File: src/rtl/core/dsd_ram.sv
// Generic single-write, single-read RAM with a registered read port.
`default_nettype none
module dsd_ram #(
   parameter int unsigned Width = 8,
   parameter int unsigned Depth = 16
) (
   input  wire logic                     clock,
   input  wire logic                     wr_en,
   input  wire logic [$clog2(Depth)-1:0] wr_addr,
   input  wire logic [Width-1:0]         wr_data,
   input  wire logic [$clog2(Depth)-1:0] rd_addr,
   output logic      [Width-1:0]         rd_data
);
   logic [Width-1:0] mem_ff [Depth];

   always_ff @(posedge clock) begin
      if (wr_en) begin
         mem_ff[wr_addr] <= wr_data;
      end
      rd_data <= mem_ff[rd_addr];
   end
endmodule
`default_nettype wire

File: config.mk
export PLATFORM = sky130hd
export DESIGN_NAME = dsd_ram
export DESIGN_NICKNAME = d
export VERILOG_FILES = /design/src/rtl/core/dsd_ram.sv
export SDC_FILE = /design/constraint.sdc
export NUM_CORES = 1
export LEC_CHECK = 0
export BUFFER_PORTS_ARGS = -buffer_cell sky130_fd_sc_hd__buf_2
export CORE_ASPECT_RATIO = 1.2
export CORE_MARGIN = 1.5
export CORE_UTILIZATION = 40
export DETAILED_ROUTE_END_ITERATION = 16
export SYNTH_ARGS = -nofsm -noshare
export SYNTH_HDL_FRONTEND = slang
export SYNTH_SLANG_ARGS = --single-unit
File: constraint.sdc
create_clock -name clock -period 2.1 [get_ports clock]
set_clock_uncertainty 0.1 [all_clocks]
set_input_delay 0.21 -clock clock [delete_from_list [all_inputs] [get_ports clock]]
set_output_delay 0.21 -clock clock [all_outputs]
set_load 0.01 [all_outputs]
==> summary by stage <==
Route
For this run, the detailed router's first-pass iteration total came to 4. For this run, design rule violations remaining after detail routing come to 0. The post-route antenna net violation count is 0. In the final routed layout, each cell accounts on average for around 21 um. The number of DRC markers in iteration 0 is 184. The via total after detailed routing is ~2400.

The wire length reported by the detailed router is ~9500 um. The via density per instance is approximately 5.2.

Critical path
On the worst path, the slowest cell contributes a delay of 0.49 ns. At the worst endpoint, the arrival time is 1.68 ns. The critical-path maximum fanout is 1. The cell type of the slowest stage on the worst timing path is mux4_2. The nature of the critical path endpoint is a register.

For flop-to-flop paths, the worst setup slack is roughly 0.61 ns. The launching point of the worst reg2reg path is mem_ff[3][4]. The critical path is of the reg2reg type.

The worst setup path is launched from a register. The signal on the critical path passes through mux4_2 > a22oi_1 > nand2_1. In this run the critical register-to-register path is captured at rd_data[4].

The number of cells on the worst reg-to-reg path is 3. Data on the critical path is required at its endpoint by ~2.3 ns.

Timing
The total count of max-transition violations in the final report is 0. For the pin with the worst max-slew slack, the measured transition is approximately 0.55 ns. The aggregate negative setup slack is 0 ns. Setup repair after global routing left no endpoint under its margin.

The number of endpoints failing setup at the final stage is 0. The final-report hold violation count is 0. In this run the tightest slew margin relative to its limit is 63.35%. The fraction of the cycle the final worst path needs is between 70% and 80%. The worst path needs between 1 and 1.5 ns of the cycle, external delays included. The timing-limited maximum frequency is approximately 0.67 GHz.

Floorplanning
The area enclosed by the die boundary is about 14000 um^2. The count of standard-cell rows is 45. The floorplan step set the die width to 106.6 um. Pin placement for this block handled 26 I/O pins. The height of the die is around 130 um. The initial utilization of the core area, before any placement, comes to 40.81%. The floorplan step defined a core boundary enclosing 12610 um^2.

Run status
The flow ran to the end, and the final reports show no timing, DRC or antenna violations.

Synth
Summing every instance area after synthesis gives a little over 5000 um^2. The synthesized area per cell is 22.48 um^2. Summed over all instances, the cell type with the most area after synthesis is edfxtp_1. The share of the synthesized area in the top cell type is 74.67%. The cell count after synthesis is 229. The share of the Yosys chip area taken by registers is between 70 and 80%. The count of synthesis-stage warnings from yosys is 0. The count of unique library cells instantiated by Yosys is 19. When the netlist entered floorplanning its net count stood at 247. Sorting the synthesized cells by area gives the leading types as edfxtp_1, mux4_2, mux4_1. The post-synthesis register bit count is ~140.

Power
The power per cell area is slightly above 1000 nW/um^2. The largest voltage drop on the vdd net is a little over 400 uV. In this run the static leakage power is approximately 0.0021 uW.

Global route
After global routing the overflow that remains totals 0. In the global route stage, overall resource usage came out at 15.76%. The number of global-route vias before repair is 2506.

The first global-routing pass estimated roughly 15000 um of wire. Entering global routing, the biggest net connects 33 pins. The initial antenna violation count is 0.

Layout
The number of nets in the layout is approximately 300. The repair_antennas step left the layout with diodes totalling 0. After routing the design area is about 6200 um^2.

The filler cells instantiated in the layout total approximately 1100. The area growth from synthesis to layout is 19.88%. Of the cells placed in the final design, the portion with a size suffix greater than 1 is between 30% and 40%.

Clock tree
The number of gates resized after CTS was 0. In this run, post-CTS hold repair placed 0 buffers. The worst-skew pair later-pin latency is approximately 0.41 ns. The post-CTS setup repair buffer count is 0.

The total CTS buffers is 17. The clock passes through at most 2 buffers. The TritonCTS clock tree is done. The H-tree was split into 4 levels. The clock tree root buffer cell is clkbuf_16. The sink count of the clock tree is between 100 and 150. The clock transition at the registers of the reported paths is about 0.05 ns.

Hold path
The worst hold path begins at wr_data[7]. In this run the worst hold path is classified as in2reg. The cell count of the worst hold path is 1. The path with the worst hold slack has its endpoint at mem_ff[4][7].

Placed design
Summed over all nets, the half-perimeter wirelength after detailed placement is slightly above 6000 um. The congestion estimate from routability-driven global placement came to 0.6857. The cell area after placement is between 5000 and 6000 um^2. Input and output buffers added on the ports amount to 25.

Job
Max-cap violations in this run came to 0.
==> flip-flops by register name, indices dropped and copies added (netlist names) <==
signal   flops
rd_data      8
mem_ff     128
==> synth_stat cells (all sizes together) <==
master         instances
nand2b                 2
nand3b                 2
nor3                   4
and2                   1
nor2                  13
nand3                  1
and2b                  1
or3b                   1
nand2                  9
clkdlybuf4s25          3
edfxtp               128
a22oi                 16
dfxtp                  8
nor2b                  1
buf                    7
mux4                  32
==> cell type report <==
class                           instances  area (um^2)  share of cell area [%]
Clock buffer                           22        454.2                   7.360
Multi-Input combinational cell         83         1057                   17.13
Clock inverter                         10        150.1                   2.433
Tap cell                              164        205.2                   3.325
Sequential cell                       136         4004                   64.88
Timing Repair Buffer                   45        300.3                   4.866
==> worst max-delay path: cells and delay by family (launching register included) <==
kind               cells  cell delay, ns
AOI/OAI and AO/OA      1            0.32
muxes                  1            0.49
and+or+nand+nor        1            0.10
DFF                    1            0.36
==> routing by layer <==
| layer | global-route usage, % | up-vias | part of all wire (%) |
|---|---|---|---|
| met3 | 4.745 | 15 | 5.7 |
| met1 | 19.87 | 1208 | 42 |
| met5 | 0 | - | 0 |
| li1 | - | 1078 | - |
| met4 | 7.059 | 0 | 1.6 |
| met2 | 25.31 | 75 | 51 |
==> how the worst max path moves through the flow <==
| stage | to | startpoint | slack, ns | depth (start not counted) |
|---|---|---|---|---|
| after floorplan | mem_ff[0][0] | wr_addr[2] | 0.30 | 2 |
| after global placement | rd_data[0] | rd_addr[0] | 0.34 | 5 |
| after detailed placement | rd_data[1] | rd_addr[0] | 0.32 | 5 |
| after CTS | rd_data[4] | mem_ff[3][4] | 0.62 | 3 |
| after global routing | rd_data[4] | mem_ff[3][4] | 0.56 | 3 |
| final | rd_data[4] | mem_ff[3][4] | 0.61 | 3 |
==> through the flow <==
step                utilization, %  total power, uW  setup slack (ns)  hold slack [ns]  std cells
finish                       48.93             6348            0.6096          0.08338        460
global route                 48.93             6564            0.5616          0.08198        460
CTS                          48.93             6427            0.6248          0.06836        460
detailed placement           44.14             3402            0.3169           0.5089        428
global placement             44.14             3393            0.3414           0.4944        428
floorplan                        -             3267            0.2971           0.2089        229
==> layout by cell type, fill, tap and decap left out <==
cell type / instances
and2b_1: 1
a22oi_1: 16
mux4_1: 14
clkbuf_16: 17
nor3_1: 4
clkbuf_1: 4
mux4_2: 18
nand2b_1: 2
clkbuf_8: 1
nor2_1: 13
buf_2: 25
and2_1: 1
bufinv_16: 4
nand3b_1: 2
buf_4: 18
nand3_1: 1
or3b_2: 1
nor2b_1: 1
buf_12: 2
nand2_1: 9
clkinv_2: 6
dfxtp_1: 8
edfxtp_1: 128
==> logic make-up (layout without fill, tap and decap cells) <==
group / Yosys count / in the layout / share of synthesized area, %
buffers and inverters: 10 / 77 / 1.677
AND/OR/NAND/NOR: 35 / 35 / 3.184
flip-flops: 136 / 136 / 77.78
multiplexers: 32 / 32 / 15.02
AO/OA/AOI/OAI: 16 / 16 / 2.334
==> power by group <==
group / total [uW] / leakage [uW] / internal [uW] / switching, uW
Sequential: 3050 / 0.00122 / 3040 / 16.2
Combinational: 287 / 0.000585 / 124 / 163
Clock: 3010 / 0.000301 / 2000 / 1010
Power figures use the tool's default switching activity.
